## src/hw/rtl/mer_pkg.sv

```systemverilog
// ----------------------------------------------------------------------------
// mer_pkg
// Shared types for the midpoint ellipse rasterizer: datapath operation codes
// and the command and status bundles between controller and datapath.
// ----------------------------------------------------------------------------
package mer_pkg;

  // func field code for a start item, anything else advances one step
  localparam logic FUNC_START = 1'b0;

  typedef enum logic [3:0] {
    OP_NOP,
    OP_LATCH,      // take center and radii of a start item
    OP_SQ_RAD,     // rx * rx
    OP_SQ_RY,      // ry * ry
    OP_START_MUL,  // rx^2 * ry
    OP_START_DEC,  // region one initial decision
    OP_MOVE,       // step x and y from the decision sign
    OP_MUL_BX,     // b^2 * x
    OP_ACC_BX,     // add 2 b^2 x term and constant, start a^2 * y
    OP_ACC_AY,     // subtract 2 a^2 y term, end of step checks
    OP_T_XX,       // x * x
    OP_T_BT,       // b^2 * (x^2 + x)
    OP_T_LOAD,     // decision = b^2 (x^2 + x) + b^2/4, start (y-1)^2
    OP_T_AP,       // a^2 * (y-1)^2
    OP_T_ADD,      // add a^2 (y-1)^2, start a^2 * b^2
    OP_T_SUB       // subtract a^2 b^2
  } dp_op_e;

  typedef struct packed {
    dp_op_e     op;
    logic       load;  // put a pixel into the output register
    logic [1:0] idx;   // which of the four symmetric pixels
    logic       last;  // last pixel of this item
  } dp_cmd_t;

  typedef struct packed {
    logic drawing;   // an ellipse is in progress
    logic sw;        // this step moves the walk to region two
    logic out_free;  // output register can take a pixel
  } dp_status_t;

endpackage

```

## src/hw/rtl/mer_datapath.sv

```systemverilog
// ----------------------------------------------------------------------------
// mer_datapath
// Ellipse walk registers, one shared multiplier and the decision accumulator,
// plus the output register for plotted pixels.
// ----------------------------------------------------------------------------
module mer_datapath import mer_pkg::*; #(
  parameter int COORD_BITS  = 11,
  parameter int RADIUS_BITS = 10
) (
  input  logic                          clk_i,
  input  logic                          rst_ni,
  input  dp_cmd_t                       cmd_i,
  output dp_status_t                    status_o,
  input  logic [COORD_BITS-1:0]         center_x_i,
  input  logic [COORD_BITS-1:0]         center_y_i,
  input  logic [RADIUS_BITS-1:0]        radius_x_i,
  input  logic [RADIUS_BITS-1:0]        radius_y_i,
  output logic                          out_valid_o,
  input  logic                          out_ready_i,
  output logic signed [COORD_BITS+1:0]  pixel_x_o,
  output logic signed [COORD_BITS+1:0]  pixel_y_o,
  output logic                          last_of_run_o,
  output logic                          finished_o
);

  localparam int PIX_BITS  = COORD_BITS + 2;
  localparam int SQ_BITS   = 2 * RADIUS_BITS;
  localparam int MUL_BITS  = 2 * RADIUS_BITS + 1;
  localparam int PROD_BITS = 2 * MUL_BITS;
  localparam int DEC_BITS  = 4 * RADIUS_BITS + 8;
  localparam int SUM_BITS  = ((COORD_BITS > RADIUS_BITS) ? COORD_BITS : RADIUS_BITS) + 2;

  logic [COORD_BITS-1:0]      org_x_q, org_y_q;
  logic [RADIUS_BITS-1:0]     rad_q;
  logic [SQ_BITS-1:0]         a2_q, b2_q;
  logic [RADIUS_BITS-1:0]     x_q, y_q;
  logic signed [DEC_BITS-1:0] dec_q, dec_d;
  logic [PROD_BITS-1:0]       prod_q, prod_d, bx_q;
  logic                       r2_q, drawing_q, br_q, fin_q;
  logic                       out_valid_q, last_q, fin_out_q;
  logic [PIX_BITS-1:0]        pix_x_q, pix_y_q;

  logic [MUL_BITS-1:0]        mul_a, mul_b, t_sum;
  logic [RADIUS_BITS-1:0]     x_sat, ym1;
  logic signed [DEC_BITS-1:0] a2_s, b2_s, a2_qtr_s, b2_qtr_s, prod_s, prod2_s;
  logic                       br, use_bx, use_ay, sw;
  logic signed [SUM_BITS-1:0] ox_s, oy_s, xs_s, ys_s, px_full, py_full;

  assign x_sat = (x_q != {RADIUS_BITS{1'b1}}) ? x_q + 1'b1 : x_q;
  assign ym1   = y_q - 1'b1;
  assign t_sum = prod_q[MUL_BITS-1:0] + {{(MUL_BITS-RADIUS_BITS){1'b0}}, x_q};

  // shared multiplier operand select
  always_comb begin
    mul_a = '0;
    mul_b = '0;
    unique case (cmd_i.op)
      OP_SQ_RAD: begin
        mul_a = {{(MUL_BITS-RADIUS_BITS){1'b0}}, rad_q};
        mul_b = {{(MUL_BITS-RADIUS_BITS){1'b0}}, rad_q};
      end
      OP_SQ_RY: begin
        mul_a = {{(MUL_BITS-RADIUS_BITS){1'b0}}, y_q};
        mul_b = {{(MUL_BITS-RADIUS_BITS){1'b0}}, y_q};
      end
      OP_START_MUL, OP_ACC_BX: begin
        mul_a = {1'b0, a2_q};
        mul_b = {{(MUL_BITS-RADIUS_BITS){1'b0}}, y_q};
      end
      OP_MUL_BX: begin
        mul_a = {1'b0, b2_q};
        mul_b = {{(MUL_BITS-RADIUS_BITS){1'b0}}, x_q};
      end
      OP_T_XX: begin
        mul_a = {{(MUL_BITS-RADIUS_BITS){1'b0}}, x_q};
        mul_b = {{(MUL_BITS-RADIUS_BITS){1'b0}}, x_q};
      end
      OP_T_BT: begin
        mul_a = {1'b0, b2_q};
        mul_b = t_sum;
      end
      OP_T_LOAD: begin
        mul_a = {{(MUL_BITS-RADIUS_BITS){1'b0}}, ym1};
        mul_b = {{(MUL_BITS-RADIUS_BITS){1'b0}}, ym1};
      end
      OP_T_AP: begin
        mul_a = {1'b0, a2_q};
        mul_b = prod_q[MUL_BITS-1:0];
      end
      OP_T_ADD: begin
        mul_a = {1'b0, a2_q};
        mul_b = {1'b0, b2_q};
      end
      default: begin
        mul_a = '0;
        mul_b = '0;
      end
    endcase
  end

  assign prod_d = {{MUL_BITS{1'b0}}, mul_a} * {{MUL_BITS{1'b0}}, mul_b};

  assign a2_s     = $signed({{(DEC_BITS-SQ_BITS){1'b0}}, a2_q});
  assign b2_s     = $signed({{(DEC_BITS-SQ_BITS){1'b0}}, b2_q});
  assign a2_qtr_s = $signed({{(DEC_BITS-SQ_BITS+2){1'b0}}, a2_q[SQ_BITS-1:2]});
  assign b2_qtr_s = $signed({{(DEC_BITS-SQ_BITS+2){1'b0}}, b2_q[SQ_BITS-1:2]});
  assign prod_s   = $signed({{(DEC_BITS-PROD_BITS){1'b0}}, prod_q});
  assign prod2_s  = $signed({{(DEC_BITS-PROD_BITS-1){1'b0}}, prod_q, 1'b0});

  // region one steps on d < 0, region two on d <= 0
  assign br     = r2_q ? (dec_q[DEC_BITS-1] || (dec_q == '0)) : dec_q[DEC_BITS-1];
  assign use_bx = !r2_q || br_q;
  assign use_ay = r2_q || !br_q;
  assign sw     = !r2_q && (y_q != '0) && (bx_q >= prod_q);

  always_comb begin
    dec_d = dec_q;
    unique case (cmd_i.op)
      OP_START_DEC: dec_d = b2_s - prod_s + a2_qtr_s;
      OP_ACC_BX:    dec_d = dec_q + (use_bx ? prod2_s : '0) + (r2_q ? a2_s : b2_s);
      OP_ACC_AY:    dec_d = use_ay ? dec_q - prod2_s : dec_q;
      OP_T_LOAD:    dec_d = prod_s + b2_qtr_s;
      OP_T_ADD:     dec_d = dec_q + prod_s;
      OP_T_SUB:     dec_d = dec_q - prod_s;
      default:      dec_d = dec_q;
    endcase
  end

  // pixel of the current walk point; idx bit 0 mirrors x, bit 1 mirrors y
  assign ox_s    = $signed({{(SUM_BITS-COORD_BITS){1'b0}}, org_x_q});
  assign oy_s    = $signed({{(SUM_BITS-COORD_BITS){1'b0}}, org_y_q});
  assign xs_s    = $signed({{(SUM_BITS-RADIUS_BITS){1'b0}}, x_q});
  assign ys_s    = $signed({{(SUM_BITS-RADIUS_BITS){1'b0}}, y_q});
  assign px_full = cmd_i.idx[0] ? ox_s - xs_s : ox_s + xs_s;
  assign py_full = cmd_i.idx[1] ? oy_s - ys_s : oy_s + ys_s;

  // control flags
  always_ff @(posedge clk_i or negedge rst_ni) begin
    if (!rst_ni) begin
      r2_q        <= 1'b0;
      drawing_q   <= 1'b0;
      fin_q       <= 1'b0;
      out_valid_q <= 1'b0;
    end else begin
      if (cmd_i.op == OP_LATCH) begin
        r2_q      <= 1'b0;
        drawing_q <= (radius_y_i != '0);
        fin_q     <= (radius_y_i == '0);
      end else if (cmd_i.op == OP_ACC_AY) begin
        drawing_q <= (y_q != '0);
        fin_q     <= (y_q == '0);
        if (sw) begin
          r2_q <= 1'b1;
        end
      end
      if (cmd_i.load) begin
        out_valid_q <= 1'b1;
      end else if (out_ready_i) begin
        out_valid_q <= 1'b0;
      end
    end
  end

  // walk registers and output payload
  always_ff @(posedge clk_i) begin
    prod_q <= prod_d;
    dec_q  <= dec_d;
    unique case (cmd_i.op)
      OP_LATCH: begin
        org_x_q <= center_x_i;
        org_y_q <= center_y_i;
        rad_q   <= radius_x_i;
        x_q     <= '0;
        y_q     <= radius_y_i;
      end
      OP_SQ_RY: a2_q <= prod_q[SQ_BITS-1:0];
      OP_START_MUL: b2_q <= prod_q[SQ_BITS-1:0];
      OP_MOVE: begin
        br_q <= br;
        if (!r2_q) begin
          x_q <= x_sat;
          if (!br) begin
            y_q <= ym1;
          end
        end else begin
          y_q <= ym1;
          if (br) begin
            x_q <= x_sat;
          end
        end
      end
      OP_ACC_BX: bx_q <= prod_q;
      default: begin
      end
    endcase
    if (cmd_i.load) begin
      pix_x_q   <= px_full[PIX_BITS-1:0];
      pix_y_q   <= py_full[PIX_BITS-1:0];
      last_q    <= cmd_i.last;
      fin_out_q <= fin_q;
    end
  end

  assign status_o.drawing  = drawing_q;
  assign status_o.sw       = sw;
  assign status_o.out_free = !out_valid_q || out_ready_i;

  assign out_valid_o   = out_valid_q;
  assign pixel_x_o     = $signed(pix_x_q);
  assign pixel_y_o     = $signed(pix_y_q);
  assign last_of_run_o = last_q;
  assign finished_o    = fin_out_q;

endmodule

```

## src/hw/rtl/mer_ctrl.sv

```systemverilog
// ----------------------------------------------------------------------------
// mer_ctrl
// Sequencer for the ellipse walk: issues one datapath operation per cycle in
// its compute states and hands pixels to the output register as it frees up.
// ----------------------------------------------------------------------------
module mer_ctrl import mer_pkg::*; (
  input  logic       clk_i,
  input  logic       rst_ni,
  input  logic       in_valid_i,
  output logic       in_ready_o,
  input  logic       func_i,
  input  dp_status_t status_i,
  output dp_cmd_t    cmd_o
);

  typedef enum logic [3:0] {
    S_IDLE,
    S_ST1, S_ST2, S_ST3, S_ST4,
    S_A2, S_A3, S_A4,
    S_T1, S_T2, S_T3, S_T4, S_T5, S_T6,
    S_EMIT
  } state_e;

  state_e     state_q;
  logic [1:0] idx_q;
  logic       single_q;

  assign in_ready_o = (state_q == S_IDLE);

  always_comb begin
    cmd_o.op   = OP_NOP;
    cmd_o.load = 1'b0;
    cmd_o.idx  = idx_q;
    cmd_o.last = 1'b0;
    unique case (state_q)
      S_IDLE: begin
        if (in_valid_i) begin
          if (func_i == FUNC_START) begin
            cmd_o.op = OP_LATCH;
          end else if (status_i.drawing) begin
            cmd_o.op = OP_MOVE;
          end
        end
      end
      S_ST1:  cmd_o.op = OP_SQ_RAD;
      S_ST2:  cmd_o.op = OP_SQ_RY;
      S_ST3:  cmd_o.op = OP_START_MUL;
      S_ST4:  cmd_o.op = OP_START_DEC;
      S_A2:   cmd_o.op = OP_MUL_BX;
      S_A3:   cmd_o.op = OP_ACC_BX;
      S_A4:   cmd_o.op = OP_ACC_AY;
      S_T1:   cmd_o.op = OP_T_XX;
      S_T2:   cmd_o.op = OP_T_BT;
      S_T3:   cmd_o.op = OP_T_LOAD;
      S_T4:   cmd_o.op = OP_T_AP;
      S_T5:   cmd_o.op = OP_T_ADD;
      S_T6:   cmd_o.op = OP_T_SUB;
      S_EMIT: begin
        cmd_o.load = status_i.out_free;
        cmd_o.last = single_q || (idx_q == 2'd3);
      end
    endcase
  end

  always_ff @(posedge clk_i or negedge rst_ni) begin
    if (!rst_ni) begin
      state_q  <= S_IDLE;
      idx_q    <= 2'd0;
      single_q <= 1'b0;
    end else begin
      unique case (state_q)
        S_IDLE: begin
          idx_q <= 2'd0;
          if (in_valid_i) begin
            if (func_i == FUNC_START) begin
              state_q  <= S_ST1;
              single_q <= 1'b1;
            end else if (status_i.drawing) begin
              state_q  <= S_A2;
              single_q <= 1'b0;
            end
          end
        end
        S_ST1: state_q <= S_ST2;
        S_ST2: state_q <= S_ST3;
        S_ST3: state_q <= S_ST4;
        S_ST4: state_q <= S_EMIT;
        S_A2:  state_q <= S_A3;
        S_A3:  state_q <= S_A4;
        S_A4:  state_q <= status_i.sw ? S_T1 : S_EMIT;
        S_T1:  state_q <= S_T2;
        S_T2:  state_q <= S_T3;
        S_T3:  state_q <= S_T4;
        S_T4:  state_q <= S_T5;
        S_T5:  state_q <= S_T6;
        S_T6:  state_q <= S_EMIT;
        S_EMIT: begin
          if (status_i.out_free) begin
            if (single_q || (idx_q == 2'd3)) begin
              state_q <= S_IDLE;
            end else begin
              idx_q <= idx_q + 2'd1;
            end
          end
        end
      endcase
    end
  end

endmodule

```

## src/hw/rtl/midpoint_ellipse_rasterizer.sv

```systemverilog
// ----------------------------------------------------------------------------
// midpoint_ellipse_rasterizer
// Two-region integer midpoint ellipse walk, one decision step per advance.
// ----------------------------------------------------------------------------
// usage
//   input channel: in_valid_i / in_ready_o with func_i, center and radii.
//   func_i low starts an ellipse and yields the top point as one pixel;
//   func_i high takes one decision step and yields four mirrored pixels.
//   an advance with no ellipse in progress yields nothing.
//   output channel: out_valid_o / out_ready_i, one pixel per transfer,
//   last_of_run_o marks the final pixel of an item, finished_o flags every
//   pixel of the step that completed the ellipse.
// sequence
//   start: accept, setup (rx^2, ry^2, rx^2 * ry on the single shared
//   multiplier, then the initial decision), one pixel load. advance:
//   accept with the move, the decision update, a load for each of the four
//   pixels; on the step that enters region two the region two decision is
//   rebuilt on the multiplier before the loads. each load waits for the
//   one-pixel output register, and its pixel shows on the port next cycle.
// reset clears the walk (idle, no pending pixel). a stalled receiver holds
// the pixel in the output register; the sequencer waits, and the next item
// may be accepted while the last pixel of the previous one still waits.
// ----------------------------------------------------------------------------
module midpoint_ellipse_rasterizer import mer_pkg::*; #(
  parameter int COORD_BITS  = 11,
  parameter int RADIUS_BITS = 10
) (
  input  logic                          clk_i,
  input  logic                          rst_ni,
  input  logic                          in_valid_i,
  output logic                          in_ready_o,
  input  logic                          func_i,
  input  logic [COORD_BITS-1:0]         center_x_i,
  input  logic [COORD_BITS-1:0]         center_y_i,
  input  logic [RADIUS_BITS-1:0]        radius_x_i,
  input  logic [RADIUS_BITS-1:0]        radius_y_i,
  output logic                          out_valid_o,
  input  logic                          out_ready_i,
  output logic signed [COORD_BITS+1:0]  pixel_x_o,
  output logic signed [COORD_BITS+1:0]  pixel_y_o,
  output logic                          last_of_run_o,
  output logic                          finished_o
);

  // command and status between sequencer and datapath
  dp_cmd_t    cmd;
  dp_status_t sts;

  mer_ctrl u_ctrl (
    .clk_i      (clk_i),
    .rst_ni     (rst_ni),
    .in_valid_i (in_valid_i),
    .in_ready_o (in_ready_o),
    .func_i     (func_i),
    .status_i   (sts),
    .cmd_o      (cmd)
  );

  mer_datapath #(
    .COORD_BITS  (COORD_BITS),
    .RADIUS_BITS (RADIUS_BITS)
  ) u_datapath (
    .clk_i         (clk_i),
    .rst_ni        (rst_ni),
    .cmd_i         (cmd),
    .status_o      (sts),
    .center_x_i    (center_x_i),
    .center_y_i    (center_y_i),
    .radius_x_i    (radius_x_i),
    .radius_y_i    (radius_y_i),
    .out_valid_o   (out_valid_o),
    .out_ready_i   (out_ready_i),
    .pixel_x_o     (pixel_x_o),
    .pixel_y_o     (pixel_y_o),
    .last_of_run_o (last_of_run_o),
    .finished_o    (finished_o)
  );

  // a pixel is only loaded when the output register is free
  a_load_free : assert property (@(posedge clk_i) disable iff (!rst_ni)
    cmd.load |-> sts.out_free)
    else $error("pixel loaded over a waiting transfer");

  // a start always spends setup cycles before taking another item
  a_start_busy : assert property (@(posedge clk_i) disable iff (!rst_ni)
    (in_valid_i && in_ready_o && (func_i == FUNC_START)) |=> !in_ready_o)
    else $error("start item did not occupy the sequencer");

  // mid-run pixels keep the input closed until the run ends
  a_run_busy : assert property (@(posedge clk_i) disable iff (!rst_ni)
    (cmd.load && !cmd.last) |=> !in_ready_o)
    else $error("input opened in the middle of a pixel run");

endmodule
```

## config.mk

```make
export PLATFORM = sky130hd
export DESIGN_NAME = midpoint_ellipse_rasterizer
export DESIGN_NICKNAME = d
export VERILOG_FILES = /design/src/hw/rtl/mer_pkg.sv /design/src/hw/rtl/mer_datapath.sv /design/src/hw/rtl/mer_ctrl.sv /design/src/hw/rtl/midpoint_ellipse_rasterizer.sv
export SDC_FILE = /design/constraint.sdc
export NUM_CORES = 2
export LEC_CHECK = 0
export BUFFER_PORTS_ARGS = -buffer_cell sky130_fd_sc_hd__buf_2
export CAP_MARGIN = 20
export CORE_MARGIN = 2
export CORE_UTILIZATION = 45
export DETAILED_ROUTE_END_ITERATION = 7
export MAX_ROUTING_LAYER = met4
export PLACE_DENSITY = 0.61
export SETUP_SLACK_MARGIN = 0.2
export SYNTH_ARGS = -nofsm -noshare
export SYNTH_HDL_FRONTEND = slang
export SYNTH_SLANG_ARGS = --single-unit
```

## constraint.sdc

```tcl
create_clock -name clk_i -period 27.4 [get_ports clk_i]
set_clock_uncertainty 0.05 [all_clocks]
set_input_delay 0 -clock clk_i [delete_from_list [all_inputs] [get_ports clk_i]]
set_output_delay 0 -clock clk_i [all_outputs]
set_load 0.05 [all_outputs]
```

# Word level (Yosys, flattened, before mapping)
# Index checks and enable logic that the tools add are counted.
[op_classes] n_addsub=16 mul=1 n_lt_le_gt_ge=1 eq_ne=40 n_mux=42 n_reduce_logical=34
[ops] cell="one-hot mux 48 bit (6 select lines)" count=1
[ops] cell="one-hot mux 21 bit (7 select lines)" count=1
[ops] cell="one-hot mux 20 bit (6 select lines)" count=1
[ops] cell="one-hot mux 4 bit (14 select lines)" count=2
[ops] cell="adder 48 bit" count=2
[ops] cell="== test 4 bit (second input constant)" count=15
[ops] cell="2-to-1 mux 10 bit" count=5
[ops] cell="adder 48 x 19 -> 48 bit" count=1
[ops] cell="adder 48 x 43 -> 48 bit" count=1
[ops] cell="logical NOT 48 bit" count=1
[ops] cell="2-to-1 mux 48 bit" count=1
[ops] cell="subtractor 48 x 43 -> 48 bit" count=1
[ops] cell="subtractor 48 x 44 -> 48 bit" count=1
[ops] cell="adder 42 x 18 -> 43 bit" count=1
[ops] cell="2-to-1 mux 43 bit" count=1
[ops] cell="subtractor 20 x 42 -> 43 bit" count=1
[ops] cell=">= comparator 42 bit" count=1
[ops] cell="multiplier 20 x 21 -> 41 bit" count=1
[ops] cell="one-hot mux 10 bit (2 select lines)" count=2
[ops] cell="== test 4 x 3 -> 1 bit (second input constant)" count=8
[ops] cell="2-to-1 mux 13 bit" count=2
[ops] cell="adder 11 x 10 -> 12 bit" count=2
[ops] cell="2-to-1 mux 4 bit" count=6
[ops] cell="subtractor 11 x 10 -> 12 bit" count=2
[ops] cell="other kinds (31)" count=74
[word_totals] reg_bits=264 input_bits=47 elab_cells=156

# Depth between registers and ports, before layout
[logic_depth] ltp_word=8 depth_mapped=40

# Cells and area by module
# From an unflattened synthesis, not the netlist that was laid out.
[unflattened] hier_cells=4842 hier_area_um2=41817.6
[by_module_without_submodules] module="mer_datapath" instances=1 cells_per_inst=4772 area_each_um2=41215.8 seq_area_each_um2=7277.0
[by_module_without_submodules] module="mer_ctrl" instances=1 cells_per_inst=70 area_each_um2=601.8 seq_area_each_um2=175.2

# Worst setup path after synthesis
# No wires, ideal clock.
[synth_timing] kind="register to register" start="reg u_ctrl.state_q[1]" end="reg u_datapath.prod_q[40]" setup_time_ns=0.131 t_arrival_ns=10.548 required_ns=27.219 setup_slack_ns=16.671 stages_incl_launch_ff=35 path_buffers=2 period_less_slack_ns=10.729 path_cell_list="dfrtp_1 -> buf_2 -> nor4_1 -> nand4_1 -> inv_2 -> o21ai_1 -> a21oi_1 -> a221o_1 -> clkbuf_1 -> nand2_1 -> fa_1 -> inv_1 -> fa_1 -> inv_1 -> fa_1 -> inv_1 -> fa_1 -> inv_1 -> fa_1 -> inv_1 -> fa_1 -> inv_1 -> fa_1 -> inv_1 -> ha_1 -> a31oi_1 -> a221o_1 -> a41oi_1 -> o41a_1 -> a22oi_1 -> a21o_1 -> a21oi_1 -> a211oi_1 -> o311ai_0 -> xnor2_1"
[synth_between] elab_chain_len=6 word_cells_on_any_way=32 cone_classes="mul: 1; eq/ne: 23; mux: 3; reduce/logical: 5"
[synth_rtl] item="from (decl)" line_no="mer_ctrl.sv:24" rtl="state_e state_q;"
[synth_rtl] item="from (signal assigned)" line_no="mer_ctrl.sv:90" rtl="S_A4: state_q <= status_i.sw ? S_T1 : S_EMIT;"
[synth_rtl] item="logical NOT 4 bit (*)"
[synth_rtl] item="via in_ready_o" line_no="midpoint_ellipse_rasterizer.sv:31" rtl="output logic in_ready_o,"
[synth_rtl] item="one-hot mux 4 bit (14 select lines) (*)" line_no="mer_ctrl.sv:35" rtl="unique case (state_q)"
[synth_rtl] item="== test 4 bit (tied with other cells)" line_no="mer_datapath.sv:57" rtl="unique case (cmd_i.op)"
[synth_rtl] item="OR reduction 4 bit (no line) (tied with other cells)"
[synth_rtl] item="one-hot mux 20 bit (6 select lines) / one-hot mux 21 bit (7 select lines) (equally long branches)" line_no="mer_datapath.sv:57"
[synth_rtl] item="multiplier 20 x 21 -> 41 bit (*)" line_no="mer_datapath.sv:101" rtl="assign prod_d = {{MUL_BITS{1'b0}}, mul_a} * {{MUL_BITS{1'b0}}, mul_b};"
[synth_rtl] item="via u_datapath.prod_d[40]" line_no="mer_datapath.sv:38" rtl="logic [PROD_BITS-1:0] prod_q, prod_d, bx_q;"
[synth_rtl] item="to (signal assigned)" line_no="mer_datapath.sv:166" rtl="prod_q <= prod_d;"
[synth_rtl] item="to (decl)" line_no="mer_datapath.sv:38"
# Mark *: on every way through the listed nets, which the timed path passes. The rest lies on a longest branch.
# A chain may end at the register's enable or synchronous reset.

# Worst setup path in the final report
[layout_timing] start="reg u_datapath.prod_q[1]" end="reg u_datapath.prod_q[40]"
[layout_between] elab_chain_len=3
[layout_rtl] item="adder 21 x 10 -> 21 bit" line_no="mer_datapath.sv:51" rtl="assign t_sum = prod_q[MUL_BITS-1:0] + {{(MUL_BITS-RADIUS_BITS){1'b0}}, x_q};"
[layout_rtl] item="one-hot mux 21 bit (7 select lines) (*)" line_no="mer_datapath.sv:57"
[layout_rtl] item="multiplier 20 x 21 -> 41 bit (*)" line_no="mer_datapath.sv:101"
[layout_rtl] item="via u_datapath.prod_d[40]" line_no="mer_datapath.sv:38"
# Marked as above.

==> results by group <==
Outcome
  – Status: complete, no violations

GRT
  – Grt total ovfl: 0
  – GR Layer Usage met2: 49.05%
  – Most Crowded Layer GR: met2
  – GRT Overall Usage: 32.33%
  – Vias in the first global route: 35950
  – First-pass GRT wire length: 223800 µm
  – Met1 GRT Util: 45.32%
  – GRT met3 Usage: 3.751%
  – Initial antenna violation count: 1
  – Largest net degree at the start of global routing: 67

Clocking
  – H-tree depth: 2
  – Post-CTS Setup Bufs: 0
  – Clock Latency Late Sink: 0.59 ns
  – Hold_buf cts: 47
  – Clk buf depth: 3
  – Root Driver: clkbuf_16
  – Reg clk slew, reported paths: 0.06 ns
  – CTS Sinks: 262
  – CTS tree: done
  – CTS Buf Count: 36
  – Resized cells post-CTS: 0

Flow run
  – Max-cap violations: 0

STA
  – Relative max-transition margin: 21.49%
  – Max Freq: 87.45 MHz
  – Fin crit share: 41.73%
  – Final min period: 11.43 ns
  – Slew at the pin closest to its max-slew limit: 1.171 ns
  – Slew Limit Fails: 0
  – Final setup margin: 15.97 ns
  – Unrepaired setup endpoints after global routing: false
  – Final hold vios: 0
  – Post-route setup TNS: 0 ns
  – Final-report setup violation count: 0

Logic synthesis
  – Main combinational cell family by area after synthesis: adder cells
  – Number of synthesized register bits: 262
  – Compound-Gate Fraction of Synth Area: 18.61%
  – Synth Area in Adders: 31.86%
  – XOR/XNOR Fraction of Synth Area: 7.323%
  – EDFF count, synth: 210
  – Post-Syn Area per Cell: 8.587 µm²
  – Sequential fraction of the synthesis area: 18.06%
  – Post-Synth Simple-Gate Area: 15.68%
  – Synthesized instance count: 4773
  – Synth cell types: 102
  – Post-Syn Nets: 5643
  – Multiplexer share of the synthesized area: 1.056%
  – Yosys warnings: 0
  – Post-Syn Area: 0.04099 mm²
  – Dominant synthesized flop cell: edfxtp_1
  – Async set-or-reset flop fraction in the synthesized netlist: 4.198%

Finish
  – P&R area growth vs syn: 8.578%
  – Nets: 5703
  – Share of cells above drive strength 1: 5.863%
  – Fillers: 8759
  – Non-Filler Instances: 6037
  – Commonest non-fill, non-tap cell in the layout: inv_1
  – Ant diodes: 0
  – Most frequent cells in the layout: 604 x inv_1, 478 x nand2_1, 455 x ha_1

Setup path
  – Nature of the critical path endpoint: flip-flop
  – Crit. Startpoint: u_datapath.prod_q[1]
  – CP max-delay cell: dfxtp_1
  – CP peak stage delay: 0.70 ns
  – Crit path DAT: 11.81 ns
  – CP most frequent cell: fa_1
  – Crit Reg-Reg Endpoint: u_datapath.prod_q[40]
  – Crit path kind: flip-flop to flip-flop
  – Worst setup SP type: flip-flop
  – Crit-path max FO: 12
  – Reg2reg path depth: 37
  – Worst setup endpoint: u_datapath.prod_q[40]
  – R2r setup slk: 15.97 ns
  – Crit path required time: 27.78 ns
  – Reg2reg start: u_datapath.prod_q[1]

Die
  – Die ar.: 0.09351 mm²
  – Die height: 305.8 µm
  – Ports: 77
  – Initial Util: 45.47%
  – # rows: 110
  – Core area: 0.09015 mm²
  – Die width: 305.8 µm

Routing
  – Initial DRC Count: 3853
  – DRC errors left: 0
  – Drt pass-1 iters: 8
  – Drt wl/cell: 24.58 µm
  – Via count: 36800
  – Routed vias/inst: 6.096
  – WL final: 148400 µm
  – ANT nets after route: 0

Placed design
  – Final GP Congestion: 0.9973
  – Post-place setup slack: 16.23 ns
  – Port bufs: 76
  – Final HPWL DP: 117100 µm
  – Inst Count DP: 5922

Hold path
  – HP Class: input pin to flip-flop
==> metal layers <==
| layer | vias up | share of wire [%] | routed length (µm) |
|---|---|---|---|
| met3 | 268 | 8.1 | 11990 |
| met1 | 18170 | 44 | 65640 |
| met2 | 1647 | 44 | 65650 |
| met4 | 0 | 3.4 | 5110 |
| li1 | 16720 | - | - |
| met5 | - | 0 | 0 |
==> flip-flops by register name, indices dropped and copies added, names as in the netlist, 2 cells and up <==
signal and count:
u_datapath.org_y_q 11, u_datapath.dec_q 48, u_ctrl.idx_q 2, u_datapath.rad_q 10, u_datapath.b2_q 20, u_datapath.bx_q 41, u_datapath.org_x_q 11, u_datapath.a2_q 20
u_datapath.x_q 10, u_ctrl.state_q 4, u_datapath.prod_q 41, u_datapath.pixel_y_o 13, u_datapath.y_q 10, u_datapath.pixel_x_o 13
==> cells in the mapped netlist, types with 12 or more instances <==
library cell	instances	share of area, %
inv_1	604	5.5
nand2_1	478	4.4
ha_1	455	14
fa_1	368	18
nor2_1	340	3.1
a21oi_1	298	3.6
xnor2_1	252	5.4
o21ai_0	217	2.6
edfxtp_1	210	15
clkbuf_1	152	1.4
a21o_1	141	2.6
nand3_1	92	1.1
xor2_1	87	1.9
and2_1	71	1.1
nor3_1	67	0.82
nand4_1	62	0.95
o21bai_1	53	0.97
a211oi_1	52	0.95
nor4_1	42	0.64
dfxtp_1	41	2.0
mux2i_1	41	1.0
o22ai_1	41	0.63
a31oi_1	40	0.61
nor2b_1	40	0.61
and3_1	38	0.58
a22oi_1	37	0.68
nand2b_1	36	0.55
o21a_1	33	0.60
o211ai_1	31	0.57
o31ai_1	28	0.51
a221oi_1	19	0.41
a221o_1	18	0.44
a2111oi_0	14	0.30
buf_2	14	0.17
a211o_1	13	0.28
clkinv_1	12	0.11
or3_1	12	0.18
==> kinds of logic (layout without fill, tap and decap cells) <==
kind of cell / after synthesis / count (layout)
compound gates: 1157 / 1157
simple gates: 1350 / 1350
buf+inv: 797 / 885
xor+xnor: 341 / 341
mux: 43 / 43
flops: 262 / 262
fa+ha+maj: 823 / 823
==> cell type report <==
class / instances / area, µm² / share of cell area [%]
Sequential cell: 262 / 7402 / 16.63
Clock inverter: 24 / 274.0 / 0.6157
Clock buffer: 42 / 933.4 / 2.097
Tap cell: 1176 / 1471 / 3.306
Inverter: 619 / 2323 / 5.221
Timing Repair Buffer: 200 / 1446 / 3.250
Multi-Input combinational cell: 3714 / 30650 / 68.88
==> metrics by stage <==
step / utilization, % / hold WS [ns] / instance area, µm²
final: 49.37 / 0.07824 / 44500
after global placement: 47.47 / -0.1464 / 42790
after detailed placement: 47.47 / -0.1464 / 42790
after global routing: 49.37 / 0.06987 / 44500
after floorplan: - / -0.3456 / 40990
after CTS: 49.33 / 0.04891 / 44470
==> worst min-delay path by stage <==
| stage | slack, ns | from | endpoint | cells after the start |
|---|---|---|---|---|
| 3_3_place_gp | -0.15 | rst_ni | u_datapath.out_valid_o | 1 |
| 2_1_floorplan | -0.35 | rst_ni | u_ctrl.idx_q[0] | 0 |
| 5_1_grt | 0.07 | center_y_i[2] | u_datapath.org_y_q[2] | 2 |
| 4_1_cts | 0.05 | center_y_i[10] | u_datapath.org_y_q[10] | 2 |
| 6_report | 0.08 | center_y_i[10] | u_datapath.org_y_q[10] | 2 |
| 3_5_place_dp | -0.15 | rst_ni | u_datapath.out_valid_o | 1 |
==> critical path, delay by kind of cell, from the launching register on <==
family	cells	cell delay, ns
adders and majority gates	9	4.55
DFF	1	0.70
buffers and inverters	6	0.72
xor gates and xnor gates	1	0.17
and+or+nand+nor	7	1.29
AOI/OAI and AO/OA	14	3.85
Power is left out: the tool's default activity adds up to more than one toggle a clock period on the data nets, which glitch-free logic cannot reach.
